<file path="src/design/wsbpe_pkg.sv">
// ----------------------------------------------------------------------------
// wsbpe_pkg
// Shared types and constants of the LED strip bit pulse encoder.
// ----------------------------------------------------------------------------
`default_nettype none

package wsbpe_pkg;

  localparam int QDEPTH  = 2;
  localparam int QPTR_W  = (QDEPTH > 1) ? $clog2(QDEPTH) : 1;
  localparam int QCNT_W  = $clog2(QDEPTH + 1);

  localparam logic [7:0] FULL_BRIGHTNESS = 8'd255;
  localparam logic [4:0] LATCH_STEP      = 5'd0;
  localparam logic [4:0] FIRST_BIT_STEP  = 5'd1;
  localparam logic [4:0] LAST_STEP       = 5'd16;

  localparam logic [2:0] REG_BRIGHTNESS = 3'd0;
  localparam logic [2:0] REG_ONE_HIGH   = 3'd1;
  localparam logic [2:0] REG_ONE_LOW    = 3'd2;
  localparam logic [2:0] REG_ZERO_HIGH  = 3'd3;
  localparam logic [2:0] REG_ZERO_LOW   = 3'd4;
  localparam logic [2:0] REG_LATCH      = 3'd5;

  typedef struct packed {
    logic [7:0] value;
    logic       first;
    logic       last;
  } byte_item_t;

  typedef struct packed {
    logic [7:0]  one_high;
    logic [7:0]  one_low;
    logic [7:0]  zero_high;
    logic [7:0]  zero_low;
    logic [15:0] latch;
  } timing_t;

endpackage

`default_nettype wire

</file>
<file path="src/design/wsbpe_front.sv">
// ----------------------------------------------------------------------------
// wsbpe_front
// Accepts colour bytes, applies brightness scaling and queues the item.
// ----------------------------------------------------------------------------
`default_nettype none

module wsbpe_front
  import wsbpe_pkg::*;
(
  input  wire logic       item_valid,
  output logic            item_stall,
  input  wire logic [7:0] color_byte,
  input  wire logic       first_of_frame,
  input  wire logic       last_of_frame,
  input  wire logic [7:0] brightness,
  input  wire logic       q_full,
  output logic            q_push,
  output byte_item_t      q_entry
);

  logic [15:0] product;

  assign product    = {8'h00, color_byte} * {8'h00, brightness};
  assign item_stall = q_full;
  assign q_push     = item_valid && !q_full;

  always_comb begin
    q_entry.value = (brightness == FULL_BRIGHTNESS) ? color_byte : product[15:8];
    q_entry.first = first_of_frame;
    q_entry.last  = last_of_frame;
  end

endmodule

`default_nettype wire

</file>
<file path="src/design/wsbpe_queue.sv">
// ----------------------------------------------------------------------------
// wsbpe_queue
// Short item queue between the front and the segment sequencer.
// ----------------------------------------------------------------------------
`default_nettype none

module wsbpe_queue
  import wsbpe_pkg::*;
(
  input  wire logic       clk,
  input  wire logic       rst,
  input  wire logic       push,
  input  wire byte_item_t push_entry,
  input  wire logic       pop,
  output byte_item_t      head,
  output logic            full,
  output logic            empty
);

  localparam logic [QPTR_W-1:0] PTR_LAST = QPTR_W'(QDEPTH - 1);
  localparam logic [QCNT_W-1:0] CNT_FULL = QCNT_W'(QDEPTH);

  byte_item_t        mem [QDEPTH];
  logic [QPTR_W-1:0] wr_ptr;
  logic [QPTR_W-1:0] rd_ptr;
  logic [QCNT_W-1:0] count;

  assign full  = (count == CNT_FULL);
  assign empty = (count == '0);
  assign head  = mem[rd_ptr];

  always_ff @(posedge clk) begin
    if (push) begin
      mem[wr_ptr] <= push_entry;
    end
  end

  always_ff @(posedge clk) begin
    if (rst) begin
      wr_ptr <= '0;
      rd_ptr <= '0;
      count  <= '0;
    end else begin
      if (push) begin
        wr_ptr <= (wr_ptr == PTR_LAST) ? '0 : wr_ptr + 1'b1;
      end
      if (pop) begin
        rd_ptr <= (rd_ptr == PTR_LAST) ? '0 : rd_ptr + 1'b1;
      end
      if (push && !pop) begin
        count <= count + 1'b1;
      end else if (pop && !push) begin
        count <= count - 1'b1;
      end
    end
  end

endmodule

`default_nettype wire

</file>
<file path="src/design/wsbpe_back.sv">
// ----------------------------------------------------------------------------
// wsbpe_back
// Segment sequencer: turns one queued item into latch and bit segments.
// ----------------------------------------------------------------------------
`default_nettype none

module wsbpe_back
  import wsbpe_pkg::*;
(
  input  wire logic       clk,
  input  wire logic       rst,
  input  wire timing_t    timing,
  input  wire byte_item_t head,
  input  wire logic       q_empty,
  output logic            q_pop,
  output logic            seg_valid,
  input  wire logic       seg_stall,
  output logic            seg_level,
  output logic [15:0]     seg_ticks,
  output logic            item_done,
  output logic            frame_done
);

  byte_item_t cur;
  logic       busy;
  logic [4:0] step;

  logic       load_en;
  logic       last_step;
  logic [3:0] idx;
  logic [2:0] bit_pos;
  logic       bit_one;
  logic       lvl;
  logic [15:0] ticks;

  assign load_en   = !seg_valid || !seg_stall;
  assign last_step = (step == LAST_STEP);
  assign q_pop     = !q_empty && (!busy || (load_en && last_step));

  assign idx     = 4'(step - FIRST_BIT_STEP);
  assign bit_pos = 3'd7 - idx[3:1];
  assign bit_one = cur.value[bit_pos];

  always_comb begin
    if (step == LATCH_STEP) begin
      lvl   = 1'b0;
      ticks = timing.latch;
    end else if (!idx[0]) begin
      lvl   = 1'b1;
      ticks = {8'h00, bit_one ? timing.one_high : timing.zero_high};
    end else begin
      lvl   = 1'b0;
      ticks = {8'h00, bit_one ? timing.one_low : timing.zero_low};
    end
  end

  always_ff @(posedge clk) begin
    if (rst) begin
      busy      <= 1'b0;
      seg_valid <= 1'b0;
      step      <= LATCH_STEP;
    end else begin
      if (load_en) begin
        seg_valid <= busy;
      end
      if (q_pop) begin
        busy <= 1'b1;
        step <= head.first ? LATCH_STEP : FIRST_BIT_STEP;
      end else if (load_en && busy) begin
        if (last_step) begin
          busy <= 1'b0;
        end else begin
          step <= step + 1'b1;
        end
      end
    end
  end

  always_ff @(posedge clk) begin
    if (q_pop) begin
      cur <= head;
    end
    if (load_en && busy) begin
      seg_level  <= lvl;
      seg_ticks  <= ticks;
      item_done  <= last_step;
      frame_done <= last_step && cur.last;
    end
  end

endmodule

`default_nettype wire

</file>
<file path="src/design/ws2812_bit_pulse_encoder_unit.sv">
// ----------------------------------------------------------------------------
// ws2812_bit_pulse_encoder_unit
// LED strip bit pulse encoder: colour bytes in, timed line segments out.
// ----------------------------------------------------------------------------
// An item's first segment passes the queue, the busy and step registers and
// the segment outputs. Throughput: one segment a cycle while seg_stall is low,
// 17 segments for a frame's first item, 16 otherwise, no gap while queued.
// Reset clears the queue, the sequencer and the output valid, and loads the
// timing registers with their defaults; no clearing pass is needed.
`default_nettype none

module ws2812_bit_pulse_encoder_unit
  import wsbpe_pkg::*;
(
  input  wire logic        clk,
  input  wire logic        rst,
  input  wire logic        item_valid,
  output logic             item_stall,
  input  wire logic [7:0]  color_byte,
  input  wire logic        first_of_frame,
  input  wire logic        last_of_frame,
  output logic             seg_valid,
  input  wire logic        seg_stall,
  output logic             seg_level,
  output logic [15:0]      seg_ticks,
  output logic             item_done,
  output logic             frame_done,
  input  wire logic        cfg_valid,
  output logic             cfg_ready,
  input  wire logic [2:0]  cfg_index,
  input  wire logic [15:0] cfg_data
);

  logic [7:0] brightness;
  timing_t    timing;
  logic       q_push;
  logic       q_pop;
  logic       q_full;
  logic       q_empty;
  byte_item_t q_entry;
  byte_item_t q_head;

  assign cfg_ready = 1'b1;

  always_ff @(posedge clk) begin
    if (rst) begin
      brightness       <= FULL_BRIGHTNESS;
      timing.one_high  <= 8'd5;
      timing.one_low   <= 8'd2;
      timing.zero_high <= 8'd1;
      timing.zero_low  <= 8'd6;
      timing.latch     <= 16'd6400;
    end else if (cfg_valid && cfg_ready) begin
      unique case (cfg_index)
        REG_BRIGHTNESS: brightness       <= cfg_data[7:0];
        REG_ONE_HIGH:   timing.one_high  <= cfg_data[7:0];
        REG_ONE_LOW:    timing.one_low   <= cfg_data[7:0];
        REG_ZERO_HIGH:  timing.zero_high <= cfg_data[7:0];
        REG_ZERO_LOW:   timing.zero_low  <= cfg_data[7:0];
        REG_LATCH:      timing.latch     <= cfg_data;
        default: ;
      endcase
    end
  end

  wsbpe_front u_front (
    .item_valid     (item_valid),
    .item_stall     (item_stall),
    .color_byte     (color_byte),
    .first_of_frame (first_of_frame),
    .last_of_frame  (last_of_frame),
    .brightness     (brightness),
    .q_full         (q_full),
    .q_push         (q_push),
    .q_entry        (q_entry)
  );

  wsbpe_queue u_queue (
    .clk        (clk),
    .rst        (rst),
    .push       (q_push),
    .push_entry (q_entry),
    .pop        (q_pop),
    .head       (q_head),
    .full       (q_full),
    .empty      (q_empty)
  );

  wsbpe_back u_back (
    .clk        (clk),
    .rst        (rst),
    .timing     (timing),
    .head       (q_head),
    .q_empty    (q_empty),
    .q_pop      (q_pop),
    .seg_valid  (seg_valid),
    .seg_stall  (seg_stall),
    .seg_level  (seg_level),
    .seg_ticks  (seg_ticks),
    .item_done  (item_done),
    .frame_done (frame_done)
  );

endmodule

`default_nettype wire
</file>
<file path="config.mk">
export PLATFORM = sky130hd
export DESIGN_NAME = ws2812_bit_pulse_encoder_unit
export DESIGN_NICKNAME = d
export VERILOG_FILES = /design/src/design/wsbpe_pkg.sv /design/src/design/wsbpe_front.sv /design/src/design/wsbpe_queue.sv /design/src/design/wsbpe_back.sv /design/src/design/ws2812_bit_pulse_encoder_unit.sv
export SDC_FILE = /design/constraint.sdc
export NUM_CORES = 1
export LEC_CHECK = 0
export BUFFER_PORTS_ARGS = -buffer_cell sky130_fd_sc_hd__buf_2
export CAP_MARGIN = 40
export CORE_ASPECT_RATIO = 1.2
export CORE_MARGIN = 1.5
export CORE_UTILIZATION = 48
export CTS_BUF_LIST = sky130_fd_sc_hd__clkbuf_16
export CTS_CLUSTER_DIAMETER = 60
export DETAILED_ROUTE_END_ITERATION = 8
export PLACE_DENSITY = 0.69
export SLEW_MARGIN = 20
export SYNTH_ARGS = -nofsm -noshare
export SYNTH_HDL_FRONTEND = slang
export SYNTH_SLANG_ARGS = --single-unit
</file>
<file path="constraint.sdc">
create_clock -name clk -period 4.3 [get_ports clk]
set_input_delay 0.645 -clock clk [delete_from_list [all_inputs] [get_ports clk]]
set_output_delay 0.645 -clock clk [all_outputs]
set_load 0.02 [all_outputs]
</file>
# Word level (Yosys, flattened, before mapping)
# Memories as Yosys holds them, arrays and structs flattened. A register that Yosys moved wholly into a read port is not among the register bits.
# Index checks and enable logic that the tools add are counted.
# totals
regBits,95
ramBits,20
in_bits,34
output_inout_bits,22
mem_count,1
# op_classes
addsub,7
n_mul,1
magnitude_cmp,1
eq_ne,9
mux,23
n_reduce_logical,30
# memory_table
memory,words,word_bits,read_ports,rd_clocked_by_memory_dff,write_ports,line_no,rtl
u_queue.mem,2,10,1,1,1,wsbpe_queue.sv:23,byte_item_t mem [QDEPTH];
# ops
operator,n
$mux 8,4
$mul 8x8->16,1
$mux 16,1
$reduce_and 2->1,8
$mux 5,3
$mux 1,12
$eq 8x8->1 const B,1
$logic_and 1x1->1,7
$logic_not 1->1,7
$eq 3x2->1 const B,2
$eq 3x3->1 const B,2
$reduce_bool 2->1,3
$add 5x1->5 const B,1
$eq 5x5->1 const B,1
$logic_not 5->1,1
$lt 3x4->1 const B,1
$mux 2,2
$sub 4x1->4 const B,1
$bmux 1 s3,1
$eq 3x1->1 const B,1
$logic_not 3->1,1
$sub 3x3->3 const A,1
$add 1x1->1 const B,2
$add 2x1->2 const B,1
5 further kinds,6

# Logic depth before layout (Yosys ltp)
# logic_depth
ltp_word,8
mapped_depth,17
ltp_nobuf,16

# By module
# A second synthesis with hierarchy kept.
# unflattened
hier_cells,669
hier_area_um2,7193.1
# modules_own_cells
mod,n_inst,cells_each,area_per_inst_um2,seq_area_each_um2
ws2812_bit_pulse_encoder_unit,1,218,2307.2,1121.1
wsbpe_front,1,253,2183.3,0.0
wsbpe_back,1,145,1776.7,980.9
wsbpe_queue,1,53,925.9,700.7

# Worst setup path after synthesis
# OpenSTA, ideal clock, no wires.
# synth_timing
kind,input to register
startpoint,input color_byte[0]
endpoint,memory u_queue.mem[0][6] (netlist bit) (data pin)
setup_ns,0.262
t_arrival_ns,4.312
path_slack_ns,-0.275
cell_stages,13
path_cell_list,nand2_1 fa_1 fa_1 inv_1 fa_1 fa_1 ha_1 a21o_1 a2111oi_4 o21ai_1 a21oi_1 xnor2_1 mux2_2
# synth_lines
item,line_no,rtl
"start, declared",ws2812_bit_pulse_encoder_unit.sv:19,"input wire logic [7:0] color_byte,"
"end, declared",wsbpe_queue.sv:23,

==> summary.txt <==
Routing
  • Met2 WL: 7060 um
  • DRC viols: 0
  • Routed len/inst: 14.9 um
  • Post-route ant nets: 0
  • Post-Route M1 WL: 5930 um
  • Met3 WL: 402 um
  • DR vias: 4,800
  • DRT Pass-1 Iters: 4
  • Vias per cell: 5.23
  • Iter 0 DRT Violations: 227
  • Top routing layer used: met4
  • DRT Wirelength: 13,700 um

Global routing
  • First-pass GRT wire length: 23,100 um
  • Vias in the first global route: 4,982
  • Initial antenna violation count: 0
  • Pin count of the biggest net entering global routing: 40
  • Total global-route track usage: 0.196
  • Total gr overflow: 0

STA
  • Max-slew violation count: 0
  • Final Critical Period: 4.28 ns
  • Final Cycle Share: 0.994
  • Relative slew slack: 0.446
  • RSZ-0062 raised after global routing: yes
  • FMAX: 234 MHz
  • Worst slew pin tran: 0.814 ns
  • Final setup viols: 0
  • Setup ws final: 0.0246 ns
  • Final Hold Viols: 0
  • Clk_skew: 0.00622 ns

Yosys
  • Sequential-to-total area share from yosys stat: 0.419
  • Asr flop ratio synth: 0
  • Post-synthesis register bit count: 116
  • Most frequent cell after synthesis: nand2_1
  • Distinct cells, synth: 54
  • Syn Std Cell Area: 6690 um2
  • Synth area leaders: edfxtp_1, dfxtp_1, fa_1, ha_1, and2_1
  • Post-synth top cells: nand2_1, dfxtp_1, and2_1, edfxtp_1, inv_1
  • Mapped Avg Cell Area: 10.6 um2
  • Ys Warns: 0
  • Synth area leader: edfxtp_1
  • Post-synth EDFFs: 48
  • Synth top area share: 0.215
  • Ys flop type: dfxtp_1
  • Post-Synthesis Cells: 634
  • Syn_nets: 740

Place
  • Post-DP HPWL: 10,200 um
  • GP Congestion: 0.843
  • Place WS: -0.309 ns
  • # placed instances: 880
  • PortBufs: 54

Clock network
  • CTS tree: yes
  • CTS root buf: clkbuf_16
  • Total CTS buffers: 17
  • Worst-path clk slew: 0.05 ns
  • Clock Sinks: 116
  • H-tree levels: 4
  • Clock Path Buffers: 2
  • Cts hold-fix bufs: 0
  • Clock insertion delay at the later pin of the skew report: 0.40 ns

Setup path
  • CP Launch Type: input pin
  • CP Class: input pin to flip-flop
  • Worst EP arrival: 4.43 ns
  • Critical path peak fanout: 7
  • Worst path required time: 4.45 ns
  • Critical Path End Type: flip-flop

Power
  • Power Internal: 3.66 mW
  • Clock power share: 0.224
  • Pwr Density: 698 nW/um2
  • Flop pwr share: 0.275
  • Leakage power: 3.42 nW
  • Psw: 2.00 mW
  • Sw Share: 0.353
  • Power share of the combinational group: 0.501
  • Maximum vdd drop: 433 uV

Finish
  • Fill cell count: 1,137
  • Syn-to-layout area delta: 21.2%
  • Post-Route Utilization: 0.592
  • N_diodes: 0
  • Nets: 839
  • Share of cells above drive strength 1: 0.239
  • Fin cells: 917

Die
  • CORE AREA: 13,700 um2
  • Die ar.: 14,700 um2
  • Height of the die: 132 um
  • # IOs: 56
  • FP Rows: 47
  • Initial core utilization: 0.488
  • Die width: 111 um

Hold path
  • Hold WC Path Type: input pin to flip-flop

Status
  • Status: complete, no violations

Flow run
  • Max_cap viols: 0
## worst paths after layout
check	startpoint	endpoint	slack [ns]	depth (start not counted)
min reg2reg	timing[15]$_SDFFE_PP0P_	timing[15]$_SDFFE_PP0P_	0.45	2
max	color_byte[2]	u_queue.mem[1][6]$_DFFE_PP_	0.02	13
max reg2reg	brightness[5]$_SDFFE_PP1P_	u_queue.mem[1][6]$_DFFE_PP_	0.04	13
min	last_of_frame	u_queue.mem[0][0]$_DFFE_PP_	0.43	1
## routing by layer
layer,global-route usage,vias to the layer above
li1,-,2377
met1,0.227,2300
met3,0.0405,23
met4,0.0812,0
met2,0.352,100
met5,0,-
## cells by family (layout without fill, tap and decap cells)
| logic type | count (synthesis) | count (layout) | share of synthesized area |
|---|---|---|---|
| xor+xnor | 15 | 15 | 0.0196 |
| mux | 49 | 49 | 0.0845 |
| fa+ha+maj | 72 | 72 | 0.174 |
| other cells | 1 | 1 | 0.000561 |
| flops | 116 | 116 | 0.419 |
| buf+inv | 65 | 177 | 0.0417 |
| compound gates | 89 | 89 | 0.0874 |
| simple gates | 227 | 227 | 0.173 |
## final cells by class
type	instances	area [um2]	area share
Timing Repair Buffer	102	661	0.0815
Multi-Input combinational cell	453	3710	0.458
Tap cell	171	214	0.0264
Clock inverter	15	113	0.0139
Clock buffer	17	425	0.0525
Sequential cell	116	2820	0.348
Inverter	43	161	0.0199
## registers in the layout, summed over array words and instances, names as in the netlist, named ones only
| register | cells |
|---|---|
| u_back.seg_level | 1 |
| u_queue.rd_ptr | 1 |
| u_back.busy | 1 |
| u_back.step | 5 |
| u_back.item_done | 1 |
| u_queue.count | 2 |
| u_back.seg_ticks | 16 |
| u_queue.wr_ptr | 1 |
| u_back.cur | 9 |
| u_back.frame_done | 1 |
| u_back.seg_valid | 1 |
| timing | 48 |
| u_queue.mem | 20 |
| brightness | 8 |
## stage by stage
stage	TNS, ns	hold slack, ns	instance area (um2)	power, mW
2_1_floorplan	-0.0725	0.429	6750	3.61
3_3_place_gp	-2.75	0.437	7410	4.25
3_5_place_dp	-3.57	0.447	7460	4.32
4_1_cts	0	0.412	8000	5.61
5_1_grt	-0.323	0.412	8110	6.06
6_report	0	0.430	8110	5.66
## worst max-delay path, stage by stage
cell	delay, ns
clkbuf_4	0.15
and2_1	0.19
fa_1	0.44
fa_1	0.48
fa_1	0.51
fa_1	0.56
ha_4	0.21
a21o_1	0.19
a2111oi_4	0.39
o21ai_2	0.13
a21oi_2	0.18
xnor2_1	0.08
mux2_4	0.26
## power groups by stage
| stage | clock [mW] | combinational [mW] | sequential (mW) |
|---|---|---|---|
| final | 1.27 | 2.84 | 1.56 |
| after floorplan | 0 | 1.99 | 1.63 |
| after global routing | 1.34 | 3.14 | 1.58 |
| after global placement | 0 | 2.67 | 1.57 |
| after detailed placement | 0 | 2.74 | 1.58 |
| after CTS | 1.29 | 2.75 | 1.56 |
## repair_timing
item / in CTS / in global routing
setup buffers: 0 / 2
setup endpoints to repair: 6 / 16
resized for setup: 3 / 20
pin swaps: 0 / 7
## layout by cell type (no fill, tap or decap), types with 5 or more instances in the layout
| master | synthesis | routed |
|---|---|---|
| xor2_1 | 9 | 9 |
| xnor2_1 | 6 | 6 |
| buf_2 | 0 | 53 |
| a211o_1 | 16 | 16 |
| and2_1 | 59 | 56 |
| buf_4 | 1 | 46 |
| mux2_2 | 16 | 15 |
| fa_1 | 35 | 33 |
| nor2b_1 | 14 | 14 |
| nand2_1 | 74 | 72 |
| edfxtp_1 | 48 | 48 |
| mux2i_1 | 28 | 28 |
| nor3_1 | 8 | 8 |
| o22ai_1 | 8 | 8 |
| a21o_1 | 7 | 7 |
| a21oi_1 | 41 | 40 |
| dfxtp_1 | 68 | 62 |
| clkbuf_16 | 0 | 17 |
| dfxtp_4 | 0 | 5 |
| nand3_1 | 6 | 5 |
| ha_1 | 37 | 33 |
| inv_1 | 43 | 47 |
| nor2_1 | 37 | 37 |
Power figures use the tool's default switching activity.
